## src/mgsf_pkg.sv

```systemverilog
// Shared types, constants and helper functions for the mask grow/shrink/feather block.
// No dependencies; imported by every module of the block.
`timescale 1ns / 1ps
`default_nettype none

package mgsf_pkg;

    // default frame store geometry and op slots
    localparam int unsigned DEF_MAX_WIDTH  = 256;
    localparam int unsigned DEF_MAX_HEIGHT = 256;
    localparam int unsigned DEF_MAX_OPS    = 8;

    // field and register widths
    localparam int DIM_W   = 9;
    localparam int PROG_W  = 20;
    localparam int PASS_W  = 8;
    localparam int LEVEL_W = 16;
    localparam int KIND_W  = 2;
    localparam int INDEX_W = 16;
    localparam int ADDR_W  = 5;
    localparam int DATA_W  = 32;
    localparam int RSEL_W  = ADDR_W - 2;

    // register map (word index)
    localparam logic [RSEL_W-1:0] REG_FRAME_WIDTH  = 3'd0;
    localparam logic [RSEL_W-1:0] REG_FRAME_HEIGHT = 3'd1;
    localparam logic [RSEL_W-1:0] REG_STAGE_ONE    = 3'd2;
    localparam logic [RSEL_W-1:0] REG_STAGE_TWO    = 3'd3;
    localparam logic [RSEL_W-1:0] REG_STAGE_THREE  = 3'd4;
    localparam logic [RSEL_W-1:0] REG_FEATHER      = 3'd5;

    // command kinds and result kinds
    localparam logic [KIND_W-1:0] KIND_WRITE = 2'd0;
    localparam logic [KIND_W-1:0] KIND_RUN   = 2'd1;
    localparam logic [KIND_W-1:0] KIND_READ  = 2'd2;
    localparam logic RES_READ = 1'b0;
    localparam logic RES_DONE = 1'b1;

    // datapath phases
    localparam logic [2:0] PH_IDLE = 3'd0;
    localparam logic [2:0] PH_RD0  = 3'd1;
    localparam logic [2:0] PH_RD1  = 3'd2;
    localparam logic [2:0] PH_WR   = 3'd3;
    localparam logic [2:0] PH_HWR  = 3'd4;
    localparam logic [2:0] PH_HRD  = 3'd5;

    // datapath element operations
    localparam logic [1:0] OP_COPY  = 2'd0;  // m2 = m1
    localparam logic [1:0] OP_PICK2 = 2'd1;  // m1 = pick(m1,nbr); m2 = pick(m2,m1)
    localparam logic [1:0] OP_PICK  = 2'd2;  // m1 = pick(m1,nbr)
    localparam logic [1:0] OP_AVG   = 2'd3;  // m1 = avg(m1,nbr)

    typedef struct packed {
        logic [DIM_W-1:0]             frame_width;
        logic [DIM_W-1:0]             frame_height;
        logic [2:0][PROG_W-1:0]       stage_prog;
        logic [PASS_W-1:0]            feather_passes;
    } t_cfg;

    localparam t_cfg CFG_RESET = '{
        frame_width:    9'd256,
        frame_height:   9'd256,
        stage_prog:     '0,
        feather_passes: '0
    };

    typedef struct packed {
        logic [2:0] phase;
        logic       m1_b;   // primary operand lives in store b
        logic [1:0] op;
        logic       grow;
    } t_dp_cmd;

    function automatic logic [LEVEL_W-1:0] pick(input logic [LEVEL_W-1:0] a,
                                                input logic [LEVEL_W-1:0] b,
                                                input logic grow);
        if (grow) begin
            return (a < b) ? b : a;
        end
        return (a > b) ? b : a;
    endfunction

    function automatic logic [LEVEL_W-1:0] avg2(input logic [LEVEL_W-1:0] a,
                                                input logic [LEVEL_W-1:0] b);
        logic [LEVEL_W:0] s;
        s = {1'b0, a} + {1'b0, b};
        return s[LEVEL_W:1];
    endfunction

    // op slot idx of a stage program; slots past the register read as growH
    function automatic logic [1:0] op_code(input logic [PROG_W-1:0] prog,
                                           input int unsigned idx);
        logic [31:0] t;
        t = 32'(prog) >> (4 + 2 * idx);
        return t[1:0];
    endfunction

endpackage

`default_nettype wire

```

## src/mgsf_regs.sv

```systemverilog
// Configuration register file behind the APB-style port.
// Depends on mgsf_pkg.
`timescale 1ns / 1ps
`default_nettype none

module mgsf_regs (
    input  logic                         i_clk,
    input  logic                         i_rst_n,
    input  logic                         psel,
    input  logic                         penable,
    input  logic                         pwrite,
    input  logic [mgsf_pkg::ADDR_W-1:0]  paddr,
    input  logic [mgsf_pkg::DATA_W-1:0]  pwdata,
    output logic [mgsf_pkg::DATA_W-1:0]  prdata,
    output logic                         pready,
    output mgsf_pkg::t_cfg               o_cfg
);
    import mgsf_pkg::*;

    t_cfg              r_cfg;
    logic [RSEL_W-1:0] reg_sel;
    logic              wr_en;

    assign reg_sel = paddr[ADDR_W-1:2];
    assign wr_en   = psel & penable & pwrite;
    assign pready  = 1'b1;
    assign o_cfg   = r_cfg;

    always_ff @(posedge i_clk) begin
        if (!i_rst_n) begin
            r_cfg <= CFG_RESET;
        end else if (wr_en) begin
            case (reg_sel)
                REG_FRAME_WIDTH:  r_cfg.frame_width    <= pwdata[DIM_W-1:0];
                REG_FRAME_HEIGHT: r_cfg.frame_height   <= pwdata[DIM_W-1:0];
                REG_STAGE_ONE:    r_cfg.stage_prog[0]  <= pwdata[PROG_W-1:0];
                REG_STAGE_TWO:    r_cfg.stage_prog[1]  <= pwdata[PROG_W-1:0];
                REG_STAGE_THREE:  r_cfg.stage_prog[2]  <= pwdata[PROG_W-1:0];
                REG_FEATHER:      r_cfg.feather_passes <= pwdata[PASS_W-1:0];
                default: ;
            endcase
        end
    end

    always_comb begin
        case (reg_sel)
            REG_FRAME_WIDTH:  prdata = DATA_W'(r_cfg.frame_width);
            REG_FRAME_HEIGHT: prdata = DATA_W'(r_cfg.frame_height);
            REG_STAGE_ONE:    prdata = DATA_W'(r_cfg.stage_prog[0]);
            REG_STAGE_TWO:    prdata = DATA_W'(r_cfg.stage_prog[1]);
            REG_STAGE_THREE:  prdata = DATA_W'(r_cfg.stage_prog[2]);
            REG_FEATHER:      prdata = DATA_W'(r_cfg.feather_passes);
            default:          prdata = '0;
        endcase
    end

endmodule

`default_nettype wire

```

## config.mk

```make
export PLATFORM = sky130hd
export DESIGN_NAME = mgsf_regs
export DESIGN_NICKNAME = d
export VERILOG_FILES = /design/src/mgsf_pkg.sv /design/src/mgsf_regs.sv
export SDC_FILE = /design/constraint.sdc
export NUM_CORES = 1
export LEC_CHECK = 0
export BUFFER_PORTS_ARGS = -buffer_cell sky130_fd_sc_hd__buf_2
export CAP_MARGIN = 20
export CORE_MARGIN = 1
export CORE_UTILIZATION = 41
export DETAILED_ROUTE_END_ITERATION = 8
export GPL_ROUTABILITY_DRIVEN = 0
export PLACE_DENSITY = 0.7
export SLEW_MARGIN = 15
export SYNTH_ARGS = -nofsm -noshare
export SYNTH_HDL_FRONTEND = slang
export SYNTH_SLANG_ARGS = --single-unit
```

## constraint.sdc

```tcl
create_clock -name i_clk -period 3.2 [get_ports i_clk]
set_clock_uncertainty 0.15 [all_clocks]
set_input_delay 0.16 -clock i_clk [delete_from_list [all_inputs] [get_ports i_clk]]
set_output_delay 0.16 -clock i_clk [all_outputs]
set_load 0.01 [all_outputs]
```

Word-level counts from Yosys, hierarchy flattened. Cells that the tools add are included.

Register bits: 86. Bits of input ports: 42. Output and inout port bits: 119. Word-level logic and storage cells: 21.

Eq/ne operators: 5. Muxes and demuxes: 1. Bitwise logic cells: 2. Reduce and logical (&&, ||, !) cells: 7.

Operators by type and width (count): case mux 20 bit (6 select lines) (1); AND reduction 2 bit (6); == test 3 x 2 -> 1 bit, second input constant (2); == test 3 bit, second input constant (2); == test 3 x 1 -> 1 bit, second input constant (1); zero test 3 bit (1); AND 1 bit (2).

Logic depth before layout (Yosys ltp).
Depth in word-level cells: 3. Depth in mapped cells: 5. Gate-level depth less buffers: 3.

Least setup slack after synthesis. Ideal clock, no wire load.

Path kind: input to register. Start point: in paddr[3] (netlist bit). End point: reg r_cfg, in the netlist o_cfg[48]. Library setup time: 0.072 ns. Data arrival time: 1.147 ns. Required time: 2.978 ns. Setup slack: 1.831 ns. Stages on the path: 5. Buffers on the path: 2. Cell sequence: buf_2 -> nand2b_1 -> nor2_1 -> buf_2 -> mux2i_1.

Word-level cells in the longest chain between the ends: 2.

RTL lines: start: declaration (line mgsf_regs.sv:12) `input logic [mgsf_pkg::ADDR_W-1:0] paddr,`; == test 3 bit (line mgsf_regs.sv:33) `case (reg_sel)`; AND reduction 2 bit (no source line); end: declaration (line mgsf_regs.sv:20) `t_cfg r_cfg;`.

Every way passes these cells. A chain may end at the register's enable or synchronous reset.

Worst setup path in the final report.
Start point: in paddr[2] (netlist bit). End point: out prdata[6] (netlist bit).

Word-level cells in the longest chain between the ends: 2. Elaborated cells on any way between the ends: 7. Those cells by class: eq/ne: 5; mux: 1; reduce/logical: 1.

RTL lines: == test 3 bit (tied with other cells) (line mgsf_regs.sv:46) `case (reg_sel)`; case mux 20 bit (6 select lines) (*) (line mgsf_regs.sv:46); end: declaration (line mgsf_regs.sv:14) `output logic [mgsf_pkg::DATA_W-1:0] prdata,`.

Every way passes the cells marked *; elsewhere a longest branch is shown, timed or not.

==> run metrics <==
Leak Pwr=0.002303 µW; Fin Setup TNS=0 ns; post_cts resized=0; Reg2Reg Depth=2; # Max-Cap Violations=0; post-route setup slack=0.9711 ns; Worst IR Drop VDD=0.2452 mV; crit start category=input port; critical path depth=5; core area=9284 µm²; final critical-path required period=2.229 ns; Post-DP HPWL=6.776 mm; crit path kind=input port to output port; All-Layer GR Usage=20.69%; Routed WL per cell=14.99 µm; Peak Freq=0.4487 GHz; largest net degree at the start of global routing=77; Hold/Removal Path Class=input port to flip-flop; DRT Wirelength=10.27 mm; H-tree Lvls=3; Ys Warns=0; Fillers=848; crit path cell chain=buf_2, buf_4, mux2_2, a221o_1, buf_2; DR vias=3399; number of flip-flops in the largest register=86; GRT overflow=0; FFs w/ async S/R, synth=0%; WHS=0.04391 ns; crit path buf inv count=3; sequential area share after synthesis=43.67%; critical path data arrival time=1.92 ns; synthesized area=3943 µm²; Critical Path End Type=output port; initial antenna violation count=0; crit share post-route=69.65%; Post-synth top flop=dfxtp_1; status=finished clean; Clock Sinks=86; hold path cells=3; postcts setup bufs=0; DR pass1 iterations=4; most used cell, CP=buf_2; Die Ht=100.1 µm; vias in the first global route=3187; Post-Syn Instances=418; Port Buffers=133; starting density of the core=42.47%; Top delay family on crit path=buffers and inverters; Req. time, crit path=2.89 ns; root buffer cell=clkbuf_8; # nets final=593; unrepaired setup endpoints after global routing=false; Clock Latency Late Sink=0.33 ns; row cnt=35; CTS tree=built; Residual DRC=0; max-slew violations=0; Final Hold Vio Count=0; post-route ant nets=0; I/O Pins=161; area occupied by multi-input gates=2033 µm²; final setup violation count=0; Seq cells post-synth=86; max incr delay on CP=0.49 ns; R2R Setup Slk=2.38 ns; CP max stage cell=buf_2; Longest Clk Path Bufs=2; vias per std cell=4.962; CP max FO=21; Syn-to-layout area delta=26.02%; register area=1722 µm²; first-pass GRT wire length=16.08 mm; Synth Area per Inst=9.432 µm²; Reg clk slew, reported paths=0.09 ns; actual slew at the worst max-slew pin=0.9114 ns; 1st-iter DRT viols=106; die area=10010 µm²; pre-CTS setup slack=0.9628 ns; proportion of layout cells with a drive suffix above 1=29.86%; relative slew slack=39.10%; CTS Buf Count=9; Yosys cell types=28; Post-synth EDFFs=0; Antenna Cells=0; Die X=100.1 µm; pwr dens=402.6 nW/µm²
cells in the final DEF (no fill, tap or decap), types with 2 or more instances in the layout:
cell type / instances
a2bb2oi_1: 2
a32oi_1: 2
buf_2: 132
buf_4: 10
clkbuf_1: 3
clkbuf_8: 10
conb_1: 13
dfxtp_1: 86
dlygate4sd3_1: 12
mux2_2: 6
mux2i_1: 114
nand2_1: 116
nand2b_1: 2
nor2_2: 2
nor2_4: 2
nor2b_1: 6
o21ai_0: 14
o221ai_1: 4
or3_1: 6
per-stage QoR:
step | cell area (µm²) | utilization, % | cells | total power, µW
final | 4969 | 53.52 | 685 | 2000
after global placement | 4656 | 50.15 | 657 | 1255
after floorplan | 3984 | - | 429 | 1217
after CTS | 4969 | 53.52 | 685 | 2015
after global routing | 4969 | 53.52 | 685 | 2086
after detailed placement | 4656 | 50.15 | 657 | 1258
worst reg2reg max path: stages, from the launching register on:
cell and delay, ns:
dfxtp_1 0.38, nand2_1 0.08, mux2i_1 0.15
per-layer routing:
layer | vias up | global-route usage, % | part of all wire, %
met5 | - | 0 | 0
met2 | 105 | 35.49 | 47
met1 | 1624 | 26.45 | 46
li1 | 1661 | - | -
met4 | 0 | 5.128 | 0.82
met3 | 9 | 4.596 | 6.1
final timing paths:
path	start	to
max	paddr[2]	prdata[6]
min	pwdata[1]	o_cfg[69]
max reg2reg	o_cfg[29]	o_cfg[29]
min reg2reg	o_cfg[40]	o_cfg[40]
cells by family (layout without fill, tap and decap cells):
kind of cell | count (synthesis) | after routing | synth area share, %
AND/OR/NAND/NOR | 138 | 138 | 14.54
multiplexers | 120 | 120 | 30.66
flip-flops | 86 | 86 | 43.67
buffers and inverters | 44 | 171 | 6.252
AO/OA/AOI/OAI | 28 | 28 | 4.697
other | 2 | 13 | 0.1905
cells in the mapped netlist (2+ instances only):
cell type	number	share of area [%]
nand2b_1	2	0.32
mux2i_1	114	29
buf_4	18	3.4
a2bb2oi_1	2	0.44
dfxtp_1	86	44
nand2_1	116	11
or3_1	6	0.95
a32oi_1	2	0.44
mux2_2	6	1.7
o221ai_1	4	0.89
nor2b_1	6	0.95
buf_2	11	1.4
o21ai_0	14	1.8
clkbuf_1	14	1.3
nor2_1	3	0.29
conb_1	2	0.19
timing repair:
action / in CTS / in global routing
hold endpoints to repair: 38 / 0
endpoints found under the setup margin: 0 / 0
hold buffers: 12 / 0
report_power, final:
| group | internal [µW] | leakage (µW) | switching [µW] | total [µW] |
|---|---|---|---|---|
| Sequential | 1080 | 0.000693 | 6.00 | 1080 |
| Combinational | 60.3 | 0.00151 | 101 | 161 |
| Clock | 384 | 0.0000976 | 371 | 756 |
| Total | 1520 | 0.00230 | 479 | 2000 |
cell type report:
class,instances,share of cell area [%]
Tap cell,129,3.249
Sequential cell,86,34.65
Clock buffer,13,2.997
Multi-Input combinational cell,299,40.92
Inverter,1,0.07555
Clock inverter,3,0.8814
Timing Repair Buffer,154,17.22
(Power assumes the default switching activity.)
