### config.mk
export PLATFORM = sky130hd
export DESIGN_NAME = mgsf_ctrl
export DESIGN_NICKNAME = d
export VERILOG_FILES = /design/src/mgsf_pkg.sv /design/src/mgsf_ctrl.sv
export SDC_FILE = /design/constraint.sdc
export NUM_CORES = 1
export LEC_CHECK = 0
export BUFFER_PORTS_ARGS = -buffer_cell sky130_fd_sc_hd__buf_2
export CAP_MARGIN = 40
export CORE_ASPECT_RATIO = 0.8
export CORE_MARGIN = 4
export CORE_UTILIZATION = 55
export CTS_BUF_LIST = sky130_fd_sc_hd__clkbuf_16
export DETAILED_ROUTE_END_ITERATION = 6
export PLACE_DENSITY_LB_ADDON = 0.1
export SETUP_SLACK_MARGIN = 0.4
export SLEW_MARGIN = 20
export SYNTH_ARGS = -nofsm -noshare
export SYNTH_HDL_FRONTEND = slang
export SYNTH_SLANG_ARGS = --single-unit
### constraint.sdc
create_clock -name i_clk -period 9.9 [get_ports i_clk]
set_input_delay 0.495 -clock i_clk [delete_from_list [all_inputs] [get_ports i_clk]]
set_output_delay 0.495 -clock i_clk [all_outputs]
set_load 0.1 [all_outputs]
### src/mgsf_pkg.sv
// Shared types, constants and helper functions for the mask grow/shrink/feather block.
// No dependencies; imported by every module of the block.
`timescale 1ns / 1ps
`default_nettype none

package mgsf_pkg;

    // default frame store geometry and op slots
    localparam int unsigned DEF_MAX_WIDTH  = 256;
    localparam int unsigned DEF_MAX_HEIGHT = 256;
    localparam int unsigned DEF_MAX_OPS    = 8;

    // field and register widths
    localparam int DIM_W   = 9;
    localparam int PROG_W  = 20;
    localparam int PASS_W  = 8;
    localparam int LEVEL_W = 16;
    localparam int KIND_W  = 2;
    localparam int INDEX_W = 16;
    localparam int ADDR_W  = 5;
    localparam int DATA_W  = 32;
    localparam int RSEL_W  = ADDR_W - 2;

    // register map (word index)
    localparam logic [RSEL_W-1:0] REG_FRAME_WIDTH  = 3'd0;
    localparam logic [RSEL_W-1:0] REG_FRAME_HEIGHT = 3'd1;
    localparam logic [RSEL_W-1:0] REG_STAGE_ONE    = 3'd2;
    localparam logic [RSEL_W-1:0] REG_STAGE_TWO    = 3'd3;
    localparam logic [RSEL_W-1:0] REG_STAGE_THREE  = 3'd4;
    localparam logic [RSEL_W-1:0] REG_FEATHER      = 3'd5;

    // command kinds and result kinds
    localparam logic [KIND_W-1:0] KIND_WRITE = 2'd0;
    localparam logic [KIND_W-1:0] KIND_RUN   = 2'd1;
    localparam logic [KIND_W-1:0] KIND_READ  = 2'd2;
    localparam logic RES_READ = 1'b0;
    localparam logic RES_DONE = 1'b1;

    // datapath phases
    localparam logic [2:0] PH_IDLE = 3'd0;
    localparam logic [2:0] PH_RD0  = 3'd1;
    localparam logic [2:0] PH_RD1  = 3'd2;
    localparam logic [2:0] PH_WR   = 3'd3;
    localparam logic [2:0] PH_HWR  = 3'd4;
    localparam logic [2:0] PH_HRD  = 3'd5;

    // datapath element operations
    localparam logic [1:0] OP_COPY  = 2'd0;  // m2 = m1
    localparam logic [1:0] OP_PICK2 = 2'd1;  // m1 = pick(m1,nbr); m2 = pick(m2,m1)
    localparam logic [1:0] OP_PICK  = 2'd2;  // m1 = pick(m1,nbr)
    localparam logic [1:0] OP_AVG   = 2'd3;  // m1 = avg(m1,nbr)

    typedef struct packed {
        logic [DIM_W-1:0]             frame_width;
        logic [DIM_W-1:0]             frame_height;
        logic [2:0][PROG_W-1:0]       stage_prog;
        logic [PASS_W-1:0]            feather_passes;
    } t_cfg;

    localparam t_cfg CFG_RESET = '{
        frame_width:    9'd256,
        frame_height:   9'd256,
        stage_prog:     '0,
        feather_passes: '0
    };

    typedef struct packed {
        logic [2:0] phase;
        logic       m1_b;   // primary operand lives in store b
        logic [1:0] op;
        logic       grow;
    } t_dp_cmd;

    function automatic logic [LEVEL_W-1:0] pick(input logic [LEVEL_W-1:0] a,
                                                input logic [LEVEL_W-1:0] b,
                                                input logic grow);
        if (grow) begin
            return (a < b) ? b : a;
        end
        return (a > b) ? b : a;
    endfunction

    function automatic logic [LEVEL_W-1:0] avg2(input logic [LEVEL_W-1:0] a,
                                                input logic [LEVEL_W-1:0] b);
        logic [LEVEL_W:0] s;
        s = {1'b0, a} + {1'b0, b};
        return s[LEVEL_W:1];
    endfunction

    // op slot idx of a stage program; slots past the register read as growH
    function automatic logic [1:0] op_code(input logic [PROG_W-1:0] prog,
                                           input int unsigned idx);
        logic [31:0] t;
        t = 32'(prog) >> (4 + 2 * idx);
        return t[1:0];
    endfunction

endpackage

`default_nettype wire

### src/mgsf_ctrl.sv
// Controller: command decode, stage/op/feather sequencing and the frame walk counters.
// Depends on mgsf_pkg; issues t_dp_cmd and addresses to mgsf_dp.
`timescale 1ns / 1ps
`default_nettype none

module mgsf_ctrl #(
    parameter  int unsigned MAX_WIDTH  = mgsf_pkg::DEF_MAX_WIDTH,
    parameter  int unsigned MAX_HEIGHT = mgsf_pkg::DEF_MAX_HEIGHT,
    parameter  int unsigned MAX_OPS    = mgsf_pkg::DEF_MAX_OPS,
    localparam int unsigned DEPTH      = MAX_WIDTH * MAX_HEIGHT,
    localparam int          AW         = $clog2(DEPTH)
) (
    input  logic                          i_clk,
    input  logic                          i_rst_n,
    input  mgsf_pkg::t_cfg                i_cfg,
    input  logic                          i_start,
    input  logic [mgsf_pkg::KIND_W-1:0]   i_kind,
    input  logic [mgsf_pkg::INDEX_W-1:0]  i_pixel_index,
    output logic                          o_busy,
    output mgsf_pkg::t_dp_cmd             o_cmd,
    output logic [AW-1:0]                 o_cur,
    output logic [AW-1:0]                 o_nbr,
    output logic                          o_valid,
    output logic                          o_result_kind,
    output logic                          o_rd_zero
);
    import mgsf_pkg::*;

    localparam int WW = $clog2(MAX_WIDTH + 1);
    localparam int HW = $clog2(MAX_HEIGHT + 1);
    localparam int XW = $clog2(MAX_WIDTH);
    localparam int YW = $clog2(MAX_HEIGHT);
    localparam int OW = $clog2(MAX_OPS + 1);

    localparam logic [2:0] ST_IDLE = 3'd0;
    localparam logic [2:0] ST_PLAN = 3'd1;
    localparam logic [2:0] ST_NEXT = 3'd2;
    localparam logic [2:0] ST_LOAD = 3'd3;
    localparam logic [2:0] ST_RD0  = 3'd4;
    localparam logic [2:0] ST_RD1  = 3'd5;
    localparam logic [2:0] ST_WR   = 3'd6;

    localparam logic [2:0] TK_COPY = 3'd0;
    localparam logic [2:0] TK_H    = 3'd1;
    localparam logic [2:0] TK_V    = 3'd2;
    localparam logic [2:0] TK_FH   = 3'd3;
    localparam logic [2:0] TK_FV   = 3'd4;

    localparam logic [1:0] LAST_STAGE = 2'd3;

    logic [2:0]      r_state, n_state;
    logic [2:0]      r_task, n_task;
    logic [1:0]      r_stage, n_stage;
    logic [OW-1:0]   r_opi, n_opi;
    logic [PASS_W-1:0] r_pass, n_pass;
    logic            r_cur_b, n_cur_b;
    logic            r_grow, n_grow;
    logic            r_res_b, n_res_b;
    logic [XW-1:0]   r_x, n_x;
    logic [YW-1:0]   r_y, n_y;
    logic [AW-1:0]   r_base, n_base;
    logic            r_back, n_back;
    logic            r_valid, n_valid;
    logic            r_kind, n_kind;
    logic            r_zero, n_zero;

    logic [WW-1:0]   w_eff;
    logic [HW-1:0]   h_eff;
    logic [XW-1:0]   w_last, w_pen;
    logic [YW-1:0]   h_last, h_pen;
    logic [AW-1:0]   w_a, cur_run, host_addr;
    logic [PROG_W-1:0] prog_cur;
    logic [3:0]      cnt_raw;
    logic [OW-1:0]   n_ops;
    logic [1:0]      code_next;
    logic            in_range, is_h, is_v, is_copy, sweep_end, pass_more;

    // frame size: zero acts as one, large values saturate
    always_comb begin
        if (i_cfg.frame_width == '0) begin
            w_eff = WW'(1);
        end else if (32'(i_cfg.frame_width) > MAX_WIDTH) begin
            w_eff = WW'(MAX_WIDTH);
        end else begin
            w_eff = WW'(i_cfg.frame_width);
        end
        if (i_cfg.frame_height == '0) begin
            h_eff = HW'(1);
        end else if (32'(i_cfg.frame_height) > MAX_HEIGHT) begin
            h_eff = HW'(MAX_HEIGHT);
        end else begin
            h_eff = HW'(i_cfg.frame_height);
        end
    end

    assign w_last = XW'(w_eff - WW'(1));
    assign w_pen  = XW'(w_eff - WW'(2));
    assign h_last = YW'(h_eff - HW'(1));
    assign h_pen  = YW'(h_eff - HW'(2));
    assign w_a    = AW'(w_eff);

    always_comb begin
        case (r_stage)
            2'd0:    prog_cur = i_cfg.stage_prog[0];
            2'd1:    prog_cur = i_cfg.stage_prog[1];
            default: prog_cur = i_cfg.stage_prog[2];
        endcase
    end

    assign cnt_raw   = prog_cur[3:0];
    assign n_ops     = (32'(cnt_raw) > MAX_OPS) ? OW'(MAX_OPS) : OW'(cnt_raw);
    assign code_next = op_code(prog_cur, 32'(r_opi));
    assign pass_more = ({1'b0, r_pass} + 9'd1) < {1'b0, i_cfg.feather_passes};

    assign in_range  = 32'(i_pixel_index) < DEPTH;
    assign host_addr = AW'(32'(i_pixel_index));

    assign is_h    = (r_task == TK_H) | (r_task == TK_FH);
    assign is_v    = (r_task == TK_V) | (r_task == TK_FV);
    assign is_copy = (r_task == TK_COPY);

    assign cur_run = r_base + AW'(r_x);

    always_comb begin
        if (r_state == ST_IDLE) begin
            o_cur = host_addr;
            o_nbr = host_addr;
        end else begin
            o_cur = cur_run;
            if (is_h) begin
                o_nbr = r_back ? cur_run - AW'(1) : cur_run + AW'(1);
            end else if (is_v) begin
                o_nbr = r_back ? cur_run - w_a : cur_run + w_a;
            end else begin
                o_nbr = cur_run;
            end
        end
    end

    always_comb begin
        n_state   = r_state;
        n_task    = r_task;
        n_stage   = r_stage;
        n_opi     = r_opi;
        n_pass    = r_pass;
        n_cur_b   = r_cur_b;
        n_grow    = r_grow;
        n_res_b   = r_res_b;
        n_x       = r_x;
        n_y       = r_y;
        n_base    = r_base;
        n_back    = r_back;
        n_valid   = 1'b0;
        n_kind    = r_kind;
        n_zero    = r_zero;
        sweep_end = 1'b0;

        o_cmd.phase = PH_IDLE;
        o_cmd.m1_b  = (r_task == TK_V) ? ~r_cur_b : r_cur_b;
        o_cmd.grow  = r_grow;
        case (r_task)
            TK_COPY: o_cmd.op = OP_COPY;
            TK_H:    o_cmd.op = OP_PICK2;
            TK_V:    o_cmd.op = OP_PICK;
            default: o_cmd.op = OP_AVG;
        endcase

        case (r_state)
            ST_IDLE: begin
                o_cmd.m1_b = 1'b0;
                if (i_start) begin
                    case (i_kind)
                        KIND_WRITE: begin
                            if (in_range) begin
                                o_cmd.phase = PH_HWR;
                            end
                        end
                        KIND_READ: begin
                            o_cmd.phase = PH_HRD;
                            o_cmd.m1_b  = r_res_b;
                            n_valid     = 1'b1;
                            n_kind      = RES_READ;
                            n_zero      = ~in_range;
                        end
                        KIND_RUN: begin
                            n_stage = '0;
                            n_cur_b = 1'b0;
                            n_state = ST_PLAN;
                        end
                        default: ;
                    endcase
                end
            end
            ST_PLAN: begin
                if (r_stage == LAST_STAGE) begin
                    if (i_cfg.feather_passes == '0) begin
                        n_res_b = r_cur_b;
                        n_valid = 1'b1;
                        n_kind  = RES_DONE;
                        n_zero  = 1'b1;
                        n_state = ST_IDLE;
                    end else begin
                        n_pass  = '0;
                        n_task  = TK_FH;
                        n_state = ST_LOAD;
                    end
                end else if (n_ops == '0) begin
                    n_stage = r_stage + 2'd1;
                end else begin
                    n_task  = TK_COPY;
                    n_opi   = '0;
                    n_state = ST_LOAD;
                end
            end
            ST_NEXT: begin
                case (r_task)
                    TK_FH: begin
                        n_state = ST_LOAD;
                        if (pass_more) begin
                            n_pass = r_pass + PASS_W'(1);
                        end else begin
                            n_pass = '0;
                            n_task = TK_FV;
                        end
                    end
                    TK_FV: begin
                        if (pass_more) begin
                            n_pass  = r_pass + PASS_W'(1);
                            n_state = ST_LOAD;
                        end else begin
                            n_res_b = r_cur_b;
                            n_valid = 1'b1;
                            n_kind  = RES_DONE;
                            n_zero  = 1'b1;
                            n_state = ST_IDLE;
                        end
                    end
                    default: begin
                        if (r_opi < n_ops) begin
                            n_opi   = r_opi + OW'(1);
                            n_task  = code_next[0] ? TK_V : TK_H;
                            n_grow  = ~code_next[1];
                            n_state = ST_LOAD;
                        end else begin
                            n_cur_b = ~r_cur_b;
                            n_stage = r_stage + 2'd1;
                            n_state = ST_PLAN;
                        end
                    end
                endcase
            end
            ST_LOAD: begin
                n_x    = '0;
                n_y    = '0;
                n_base = '0;
                n_back = 1'b0;
                if ((is_h && w_eff == WW'(1)) || (is_v && h_eff == HW'(1))) begin
                    n_state = ST_NEXT;
                end else begin
                    n_state = ST_RD0;
                end
            end
            ST_RD0: begin
                o_cmd.phase = PH_RD0;
                n_state     = ST_RD1;
            end
            ST_RD1: begin
                o_cmd.phase = PH_RD1;
                n_state     = ST_WR;
            end
            ST_WR: begin
                o_cmd.phase = PH_WR;
                if (is_copy) begin
                    if (r_x == w_last) begin
                        n_x = '0;
                        if (r_y == h_last) begin
                            sweep_end = 1'b1;
                        end else begin
                            n_y    = r_y + YW'(1);
                            n_base = r_base + w_a;
                        end
                    end else begin
                        n_x = r_x + XW'(1);
                    end
                end else if (is_h) begin
                    if (!r_back) begin
                        if (r_x == w_pen) begin
                            n_back = 1'b1;
                            n_x    = w_last;
                        end else begin
                            n_x = r_x + XW'(1);
                        end
                    end else if (r_x == XW'(1)) begin
                        n_back = 1'b0;
                        n_x    = '0;
                        if (r_y == h_last) begin
                            sweep_end = 1'b1;
                        end else begin
                            n_y    = r_y + YW'(1);
                            n_base = r_base + w_a;
                        end
                    end else begin
                        n_x = r_x - XW'(1);
                    end
                end else begin
                    if (r_x == w_last) begin
                        n_x = '0;
                        if (!r_back) begin
                            // last forward row pair turns the walk around on row h-1
                            if (r_y == h_pen) begin
                                n_back = 1'b1;
                            end
                            n_y    = r_y + YW'(1);
                            n_base = r_base + w_a;
                        end else if (r_y == YW'(1)) begin
                            sweep_end = 1'b1;
                        end else begin
                            n_y    = r_y - YW'(1);
                            n_base = r_base - w_a;
                        end
                    end else begin
                        n_x = r_x + XW'(1);
                    end
                end
                n_state = sweep_end ? ST_NEXT : ST_RD0;
            end
            default: n_state = ST_IDLE;
        endcase
    end

    always_ff @(posedge i_clk) begin
        if (!i_rst_n) begin
            r_state <= ST_IDLE;
            r_task  <= TK_COPY;
            r_stage <= '0;
            r_opi   <= '0;
            r_pass  <= '0;
            r_cur_b <= 1'b0;
            r_grow  <= 1'b0;
            r_res_b <= 1'b0;
            r_x     <= '0;
            r_y     <= '0;
            r_base  <= '0;
            r_back  <= 1'b0;
            r_valid <= 1'b0;
            r_kind  <= RES_READ;
            r_zero  <= 1'b0;
        end else begin
            r_state <= n_state;
            r_task  <= n_task;
            r_stage <= n_stage;
            r_opi   <= n_opi;
            r_pass  <= n_pass;
            r_cur_b <= n_cur_b;
            r_grow  <= n_grow;
            r_res_b <= n_res_b;
            r_x     <= n_x;
            r_y     <= n_y;
            r_base  <= n_base;
            r_back  <= n_back;
            r_valid <= n_valid;
            r_kind  <= n_kind;
            r_zero  <= n_zero;
        end
    end

    assign o_busy        = (r_state != ST_IDLE);
    assign o_valid       = r_valid;
    assign o_result_kind = r_kind;
    assign o_rd_zero     = r_zero;

endmodule

`default_nettype wire

After elaboration in Yosys (flattened, before gate mapping) --
Index checks and enable logic that the tools add are counted.
Word-level totals: register bits 58, input port bits 107, logic and storage cells 248
Operators by class: equality and inequality tests 49, magnitude comparators 5, reductions and logical operators 28, bitwise operators 5, muxes and demuxes 126, shift-type cells 1, $add $sub $neg 20
Operators by type and width (number):
- $mux 16 | 15
- $mux 8 | 19
- $pmux 8 s2 | 4
- $mux 1 | 41
- $pmux 20 s2 | 1
- $mux 9 | 4
- $mux 3 | 11
- $add 16x9->16 | 2
- $eq 8x8->1 | 4
- $pmux 16 s2 | 1
- $sub 16x9->16 | 2
- $sub 8x1->8 const B | 4
- $ne 2x2->1 const B | 14
- $add 8x1->8 const B | 3
- $mux 4 | 6
- $ne 3x3->1 const B | 8
- $pmux 3 s7 | 1
- $mux 2 | 10
- $reduce_and 5->1 | 4
- $shr 20x6->2 | 1
- $eq 9x1->1 const B | 2
- $gt 9x9->1 const B | 2
- $logic_not 9->1 | 2
- $pmux 3 s2 | 3
- 40 further kinds | 70

Longest topological paths before layout --
Gate-level depths: netlist of the first run.
depth in word-level cells 13, mapped depth 22

Worst setup path before layout of the first run --
Ideal clock, no wire load.
kind register -> output, start point register r_x[0], end point output o_nbr[15], stages on the path, launching flop included 16, buffers on the path 0, path slack 2660 ps, data arrival time 6745 ps, cell sequence dfxtp_1 -> ha_1 -> fa_1 -> a21o_1 -> nand2_1 -> a21oi_1 -> o21ai_0 -> xnor2_1 -> ha_1 -> or2_2 -> o211ai_1 -> o21ai_0 -> or4_1 -> a31oi_1 -> xnor2_1 -> o311ai_0
Between the ends: word-level cells in the longest chain between the ends 6
Ends and longest elaborated chain:
- start: declaration | line mgsf_ctrl.sv:59 | logic [XW-1:0] r_x, n_x;
- start signal: assignment | line mgsf_ctrl.sv:357 | r_x <= n_x;
- $add 16x8->16 * | line mgsf_ctrl.sv:122 | assign cur_run = r_base + AW'(r_x);
- $add 16x9->16 / $sub 16x9->16 (equally long branches) | line mgsf_ctrl.sv:133 | o_nbr = r_back ? cur_run - w_a : cur_run + w_a;
- $mux 16 | line mgsf_ctrl.sv:133
- $mux 16 | line mgsf_ctrl.sv:132 | end else if (is_v) begin
- $mux 16 * | line mgsf_ctrl.sv:130 | if (is_h) begin
- $mux 16 * | line mgsf_ctrl.sv:125 | if (r_state == ST_IDLE) begin
- end: declaration | line mgsf_ctrl.sv:22 | output logic [AW-1:0] o_nbr,
Every way passes the cells marked *; elsewhere a longest branch is shown, timed or not.

Worst setup path after layout of the first run --
start point input i_cfg[85] in the netlist's numbering, end point output o_nbr[14]
Between the ends: word-level cells in the longest chain between the ends 8
Ends and longest elaborated chain:
- start: declaration | line mgsf_ctrl.sv:15 | input mgsf_pkg::t_cfg i_cfg,
- $gt 9x9->1 | line mgsf_ctrl.sv:82 | end else if (32'(i_cfg.frame_width) > MAX_WIDTH) begin
- $mux 9 | line mgsf_ctrl.sv:82
- $mux 9 * | line mgsf_ctrl.sv:80 | if (i_cfg.frame_width == '0) begin
- $add 16x9->16 / $sub 16x9->16 (equally long branches) | line mgsf_ctrl.sv:133
- $mux 16 * | line mgsf_ctrl.sv:133
- $mux 16 * | line mgsf_ctrl.sv:132
- $mux 16 * | line mgsf_ctrl.sv:130
- $mux 16 * | line mgsf_ctrl.sv:125
Marked as above.

==> impl_metrics.yaml, run 1 <==
worst_hold_path:
  min_path_type: "flop to flop"
  whs_path_depth: 2
  hp-start: "r_grow$_SDFFE_PN0P_"
  hold_path_end: "r_grow$_SDFFE_PN0P_"
sta:
  tns_ps: 0
  finalHoldViolCount: 0
  max-slew-margin-rel_pct: 39.73
  tightest_slew_ps: 894.7
  setup_violations: 0
  slew_viol_final: 0
  holdWs_ps: 489.1
  clock.fmax_mhz: 164.2
  finalCritPeriodShare_pct: 61.52
  rsz0062_at_grt: "no"
  final.setup_skew_ps: 9.660
  period_minus_slack_ps: 6091
synthesis:
  yosysWarnings: 0
  syn_area_um2: 9437
  yosys.area.top_type: "dfxtp_1"
  async_flop_share_pct: 0
  yosysSeqAreaShare_pct: 12.30
  yosysTopAreaCellShare_pct: 12.30
  dominantRegCellSynth: "dfxtp_1"
  syn_nets: 1564
  synth-seq-cells: 58
  avgSynthCellArea_um2: 6.893
  netlist_top_cells_area: "dfxtp_1 (12%), ha_1 (11%), xnor2_1 (6.7%)"
  synth_cell_types: 92
  syn_inst: 1369
  synth_edf_count: 0
layout:
  area_growth_pct: 11.07
  layout_commonest_cell: "buf_2"
  utilization_pct: 62.72
  multi_input_area_um2: 7589
  drive_above_1_share_pct: 14.55
  seqCellArea_um2: 1161
  nets: 1648
  final_cell_mix: "buf_2 (150), nor2_1 (148), nand2_1 (136), a21oi_1 (107), o21ai_0 (100)"
  n_antenna_cell: 0
  num-fill-cells: 1580
detailed_routing:
  viasPerCell: 6.379
  vias: 10700
  post-route-drc-count: 0
  first_pass_iters: 6
  drt_iter0_drc: 1284
  routed_wl_um: 31030
  wire_per_inst_um: 18.50
  ant_nets: 0
cts:
  clkSinkCount: 58
  cts-buffers-inserted: 9
  clockBufferDepth: 2
  cts_max_level: 3
  ctsResizeCount: 0
  tritoncts: "yes"
  ctsHoldBuffers: 0
  clkLatencyLatePin_ps: 350
  clockRootBuffer: "clkbuf_16"
  clkTransAtPathRegs_ps: 50
  cts_setup_buffers: 0
die:
  initial_utilization_pct: 56.47
  core_area_um2: 16710
  dieHeight_um: 125.2
  fp-row-count: 42
  pin_count: 150
  die_width_um: 154.4
  dieArea_um2: 19330
setup_path:
  path_cells: "buf_2 -> nor2b_1 -> inv_1 -> ha_1 -> inv_1 -> a211o_1 -> nor3_1 -> o21ai_0 -> o21ai_0 -> a2bb2oi_1 -> ha_1 -> o21ai_0 -> a21oi_1 -> o41ai_1 -> a21oi_1 -> a211oi_1 -> xnor2_1 -> a211oi_1 -> a311oi_1 -> buf_2"
  crit_path_frequent_cell: "o21ai_0"
  critPathKind: "input pin to output port"
  ff2ff_path_depth: 14
  slowest_stage: "o41ai_1"
  end_kind: "output port"
  start_kind: "input pin"
  critical_path_arrival_ps: 5600
  cp_max_fo: 27
  rrSetupSlack_ps: 5730
  r2r_end: "r_task[2]$_SDFFE_PN0P_"
  max_stage_delay_ps: 580
  timing.rr.start: "r_stage[1]$_SDFFE_PN0P_"
  cp.required_ps: 9410
global_route:
  grt_max_degree: 41
  grt_pass1_vias: 9374
  antenna_found_initial: 0
  grt.overflow.total: 0
  grt_pass1_wl_um: 49650
  grt_usage_pct: 30.93
pwr:
  powerDensity_nw_per_um2: 88.97
  finalPower_uw: 932.5
  p_leak_nw: 4.578
  vdd_drop_max_v: 0.00007154
placed_design:
  routabilityCongestion: 0.9750
  dpl.hpwl_um: 23970
  port_buffers: 149
flow_run:
  max_cap_viol_count: 0
outcome:
  status: "finished, final reports clean"
-- logic make-up after synthesis --
family,Yosys count,synth area share [%]
simple gates,511,26.70
xor+xnor,102,9.772
buf+inv,168,7.332
compound gates,429,30.42
flops,58,12.30
mux,13,1.405
fa+ha+maj,88,12.07
-- per-stage QoR --
step	instance area, µm²	cells	setup slack, ps
after global placement	10120	1655	4057
final	10480	1677	3809
after global routing	10480	1677	3420
after floorplan	9437	1369	2660
after CTS	10470	1676	3893
after detailed placement	10190	1661	3950
-- cell type report --
type                       instances  area share (%)
sequential                        58           11.08
timing repair buffer             164           8.428
inverter                          77           2.758
clock buffer                       9           2.149
clock inverter                     6          0.5611
multi-input combinational       1143           72.40
tap                              220           2.626
-- worst max path at each step --
stage | start | endpoint
after CTS | i_cfg[85] | o_nbr[14]
after global routing | i_cfg[85] | o_nbr[14]
after global placement | i_cfg[85] | o_nbr[14]
final | i_cfg[85] | o_nbr[14]
after detailed placement | i_cfg[85] | o_nbr[14]
after floorplan | r_x[0]$_SDFFE_PN0P_ | o_nbr[15]
-- sequential cells by signal (all words and copies together) (netlist names), 2 cells and up --
signal / count
r_base: 16
r_pass: 8
r_x: 8
r_y: 8
r_opi: 4
r_state: 3
r_task: 3
r_stage: 2
-- cell usage after synthesis (all sizes together), types with 34 or more instances --
cell type	count
a31oi	34
ha	83
dfxtp	58
o21ai	102
inv	76
nand3	36
clkbuf	63
nor2	148
nor3	50
a21oi	109
xnor2	74
nand2	136
-- worst max-delay path: cells and delay by family --
family	cells	cell delay [ps]
AOI/OAI and AO/OA	11	2450
xor gates and xnor gates	1	150
adders and majority gates	2	800
buffers and inverters	4	1210
and+or+nand+nor	2	470
-- per-layer routing --
| metal | track usage [%] | wire, µm |
|---|---|---|
| met5 | 2.005 | 52 |
| met4 | 8.775 | 801 |
| met2 | 44.46 | 12830 |
| met1 | 46.24 | 14350 |
| met3 | 6.356 | 2996 |
-- power breakdown --
group	switching (mW)	total [mW]	internal (mW)
combinational	0.277	0.377	0.101
clock	0.124	0.315	0.192
sequential	0.00470	0.240	0.235
total	0.405	0.932	0.528
(Power assumes the default switching activity.)
==> inputs of run 2 (changes only) <==
==> constraint.sdc (replaced) <==
create_clock -name i_clk -period 6.4 [get_ports i_clk]
set_input_delay 0.32 -clock i_clk [delete_from_list [all_inputs] [get_ports i_clk]]
set_output_delay 0.32 -clock i_clk [all_outputs]
set_load 0.1 [all_outputs]
==> impl_metrics.yaml, run 2 (synthesized netlist as in run 1, its figures left out) <==
die:
  dieHeight_um: 125.2
  die_width_um: 154.4
  fp-row-count: 42
  dieArea_um2: 19330
  core_area_um2: 16710
  initial_utilization_pct: 56.47
  pin_count: 150
detailed_routing:
  viasPerCell: 6.264
  wire_per_inst_um: 18.02
  vias: 10520
  post-route-drc-count: 0
  routed.top_layer: "met5"
  routed_wl_um: 30270
  drt_iter0_drc: 1165
  ant_nets: 0
  met1_length_um: 14120
  dr_wl_met2_um: 12550
  wl_met3_um: 2976
  first_pass_iters: 6
cts:
  cts_max_level: 3
  clkTransAtPathRegs_ps: 60
  clockRootBuffer: "clkbuf_16"
  clockBufferDepth: 2
  clkSinkCount: 58
  cts_setup_buffers: 0
  ctsHoldBuffers: 0
  tritoncts: "yes"
  ctsResizeCount: 0
  cts-buffers-inserted: 9
  clkLatencyLatePin_ps: 340
sta:
  setup_violations: 0
  period_minus_slack_ps: 5620
  rsz0062_at_grt: "no"
  tightest_slew_ps: 847.5
  clock.fmax_mhz: 177.9
  holdWs_ps: 474.1
  tns_ps: 0
  finalCritPeriodShare_pct: 87.81
  slew_viol_final: 0
  finalHoldViolCount: 0
  max-slew-margin-rel_pct: 43.50
  final.setup_skew_ps: 9.512
layout:
  regMostFlops: "r_base"
  multi_input_area_um2: 7595
  num-fill-cells: 1592
  largest_reg_flops: 16
  n_antenna_cell: 0
  stdcell_area_um2: 10530
  nets: 1650
  layout_commonest_cell: "buf_2"
  seqCellArea_um2: 1161
  final_cell_mix: "buf_2 (150), nor2_1 (148), nand2_1 (136), a21oi_1 (107), o21ai_0 (100)"
  drive_above_1_share_pct: 14.86
  final_cells: 1680
  area_growth_pct: 11.54
placed_design:
  routabilityCongestion: 0.9749
  placed_area_um2: 10190
  port_buffers: 149
  dpl.hpwl_um: 23640
  dp_cells: 1663
setup_path:
  critical_path_arrival_ps: 5300
  critPathKind: "input pin to output port"
  critPathLaunch: "i_cfg[85]"
  end_kind: "output port"
  start_kind: "input pin"
  cp_max_fo: 27
  timing.rr.start: "r_stage[0]$_SDFFE_PN0P_"
  cp.required_ps: 6080
global_route:
  grt_usage_pct: 29.50
  grt.overflow.total: 0
  grt_pass1_wl_um: 47530
  antenna_found_initial: 1
  grt_pass1_vias: 9053
  grt_max_degree: 30
worst_hold_path:
  hp-start: "i_kind[1]"
  min_path_type: "input pin to flop"
pwr:
  p_leak_nw: 4.600
  powerDensity_nw_per_um2: 140.9
  vdd_drop_max_v: 0.0001079
  finalPower_mw: 1.483
outcome:
  status: "finished, final reports clean"
flow_run:
  max_cap_viol_count: 0
[run 2: changes by cell type in the layout (fill, tap and decap cells not counted)]
cell,previous run,this run
clkbuf_4,1,0
buf_4,11,14
clkinv_1,2,1
bufinv_16,1,2
a311oi_1,11,10
a311oi_2,0,1
o311ai_1,2,3
buf_8,1,2
o311ai_0,3,2
buf_16,1,0
clkinv_4,0,1
[run 2: worst max-delay path, stage by stage]
cell and delay, ps:
buf_2 390, nor2b_1 200, inv_1 280, ha_1 470, inv_1 80, a211o_1 360, nor3_1 270, o21ai_0 110
o21ai_0 100, a2bb2oi_1 140, ha_1 310, o21ai_0 170, a21oi_1 120, o41ai_1 560, a21oi_1 130, a211oi_1 280
xnor2_1 150, a211oi_1 120, a311oi_2 260, buf_2 460
[run 2: worst paths after layout]
kind,depth (start not counted),slack (ps),endpoint
max,20,780,o_nbr[14]
min reg2reg,2,480,r_grow$_SDFFE_PN0P_
min,4,470,o_rd_zero$_SDFFE_PN0P_
max reg2reg,12,2350,r_task[2]$_SDFFE_PN0P_
[run 2: power breakdown]
part / switching [mW] / total, mW / internal, mW
registers: 0.00698 / 0.371 / 0.364
clock network: 0.195 / 0.535 / 0.340
logic: 0.423 / 0.577 / 0.154
[run 2: layer usage]
metal	global-route usage, %	vias to the layer above
met2	42.89	549
met3	4.387	46
met4	7.529	2
met1	45.20	4775
met5	0	-
li1	-	5151
[run 2: metrics by stage]
stage	setup slack, ps	utilization [%]
2_1_floorplan	474.3	-
3_3_place_gp	916.9	60.77
3_5_place_dp	824.4	60.98
4_1_cts	795.2	62.89
5_1_grt	410.9	62.98
6_report	780.2	62.98
[run 2: cell type report]
cell class / instances / share of cell area (%)
Clock inverter: 7 / 0.8916
Multi-Input combinational cell: 1143 / 72.16
Tap cell: 220 / 2.615
Inverter: 77 / 2.746
Sequential cell: 58 / 11.03
Clock buffer: 9 / 2.140
Timing Repair Buffer: 166 / 8.417
==> inputs of run 3 (changes only) <==
--- a/config.mk
+++ b/config.mk
@@ -12,7 +12,7 @@
 export CORE_UTILIZATION = 55
 export CTS_BUF_LIST = sky130_fd_sc_hd__clkbuf_16
 export DETAILED_ROUTE_END_ITERATION = 6
-export PLACE_DENSITY_LB_ADDON = 0.1
+export PLACE_DENSITY = 0.86
 export SETUP_SLACK_MARGIN = 0.4
 export SLEW_MARGIN = 20
 export SYNTH_ARGS = -nofsm -noshare
==> impl_metrics.yaml, run 3 (synthesized netlist as in run 1, its figures left out) <==
global_route:
  grt.overflow.total: 0
  grt_pass1_vias: 9717
  grt_max_degree: 35
  grt_pass1_wl_um: 49160
  antenna_found_initial: 1
  grt_usage_pct: 30.17
cts:
  clockBufferDepth: 2
  clockRootBuffer: "clkbuf_16"
  tritoncts: "yes"
  cts_max_level: 3
  clkLatencyLatePin_ps: 350
  clkTransAtPathRegs_ps: 50
  clkSinkCount: 58
  cts-buffers-inserted: 9
layout:
  n_antenna_cell: 0
  final_cell_mix: "buf_2 (149), nor2_1 (148), nand2_1 (136), a21oi_1 (107), o21ai_0 (100)"
  area_growth_pct: 10.91
  final_cells: 1678
  num-fill-cells: 1548
  drive_above_1_share_pct: 14.75
  regMostFlops: "r_base"
  layout_commonest_cell: "buf_2"
  utilization_pct: 62.63
  largest_reg_flops: 16
  nets: 1648
placed_design:
  port_buffers: 149
  routabilityCongestion: 0.9419
  dpl.hpwl_um: 23300
  dp_worst_setup_slack_ps: 760.0
  dp_cells: 1660
sta:
  final.setup_skew_ps: 7.219
  period_minus_slack_ps: 5632
  rsz0062_at_grt: "no"
  max-slew-margin-rel_pct: 40.53
  setup_violations: 0
  holdWs_ps: 467.9
  worst_slack_ps: 767.8
  finalHoldViolCount: 0
  tns_ps: 0
  slew_viol_final: 0
  clock.fmax_mhz: 177.6
  finalCritPeriodShare_pct: 88.00
  tightest_slew_ps: 892.1
die:
  pin_count: 150
  fp-row-count: 42
  die_width_um: 154.4
  dieArea_um2: 19330
  initial_utilization_pct: 56.47
  dieHeight_um: 125.2
  core_area_um2: 16710
setup_path:
  cp_max_fo: 27
  critPathKind: "input pin to output port"
  start_kind: "input pin"
  cp.required_ps: 6080
  critical_path_arrival_ps: 5310
  end_kind: "output port"
detailed_routing:
  post-route-drc-count: 0
  viasPerCell: 6.419
  first_pass_iters: 6
  ant_nets: 0
  wire_per_inst_um: 18.13
  vias: 10770
  drt_iter0_drc: 1297
  routed_wl_um: 30430
outcome:
  status: "finished, final reports clean"
pwr:
  vdd_drop_max_v: 0.0001403
  p_leak_nw: 4.564
  powerDensity_nw_per_um2: 134.6
worst_hold_path:
  min_path_type: "input pin to flop"
flow_run:
  max_cap_viol_count: 0
-- run 3: metal layers --
| metal | vias to the layer above | part of all wire, % | GRT usage (%) |
|---|---|---|---|
| met2 | 615 | 42 | 44.89 |
| li1 | 5156 | - | - |
| met4 | 2 | 1.7 | 7.477 |
| met5 | - | 0.046 | 0 |
| met1 | 4937 | 45 | 44.97 |
| met3 | 61 | 11 | 5.389 |
-- run 3: worst max-delay path: stages --
cell and delay (ps):
buf_2 410, nor2b_1 200, inv_1 280, ha_2 400, inv_1 70, a211o_1 370, nor3_1 290, o21ai_0 110
o21ai_0 110, a2bb2oi_1 160, ha_1 320, o21ai_0 180, a21oi_1 120, o41ai_1 530, a21oi_1 130, a211oi_1 300
xnor2_1 160, a211oi_1 100, a311oi_2 270, buf_2 460
-- run 3: report_power, final --
group	leakage (nW)	total [mW]	switching, mW	internal (mW)
Combinational	3.97	0.581	0.426	0.155
Sequential	0.467	0.371	0.00717	0.364
Clock	0.125	0.457	0.197	0.260
-- run 3: what timing repair did --
item,CTS,global route
setup endpoints to repair,0,1
endpoints found under the hold margin,0,0
buffers inserted,0,0
resized for setup,0,1
hold buffers,0,0
-- run 3: worst paths after layout --
kind / slack (ps) / endpoint / depth (start not counted) / start
worst min-delay path: 470 / r_state[0]$_SDFFE_PN0P_ / 4 / i_cfg[50]
worst max-delay path: 770 / o_nbr[14] / 20 / i_cfg[85]
worst min register to register: 510 / r_grow$_SDFFE_PN0P_ / 2 / r_grow$_SDFFE_PN0P_
worst max register to register: 2430 / r_task[1]$_SDFFE_PN0P_ / 13 / r_stage[0]$_SDFFE_PN0P_
-- run 3: area by class of cell --
class | instances | area (µm²) | share of cell area, %
repair buffers | 164 | 873.3 | 8.344
multi-input cells | 1143 | 7597 | 72.59
well taps | 220 | 275.3 | 2.630
clock buffers | 9 | 225.2 | 2.152
clock inverters | 7 | 45.04 | 0.4304
inverters | 77 | 289.0 | 2.762
flip-flops and latches | 58 | 1161 | 11.09
-- run 3: per-stage QoR --
step                power [mW]  area, µm²
finish                   1.409      10470
global route             1.460      10470
CTS                      1.396      10430
detailed placement      0.9475      10160
global placement        0.9383      10140
floorplan               0.8225       9443
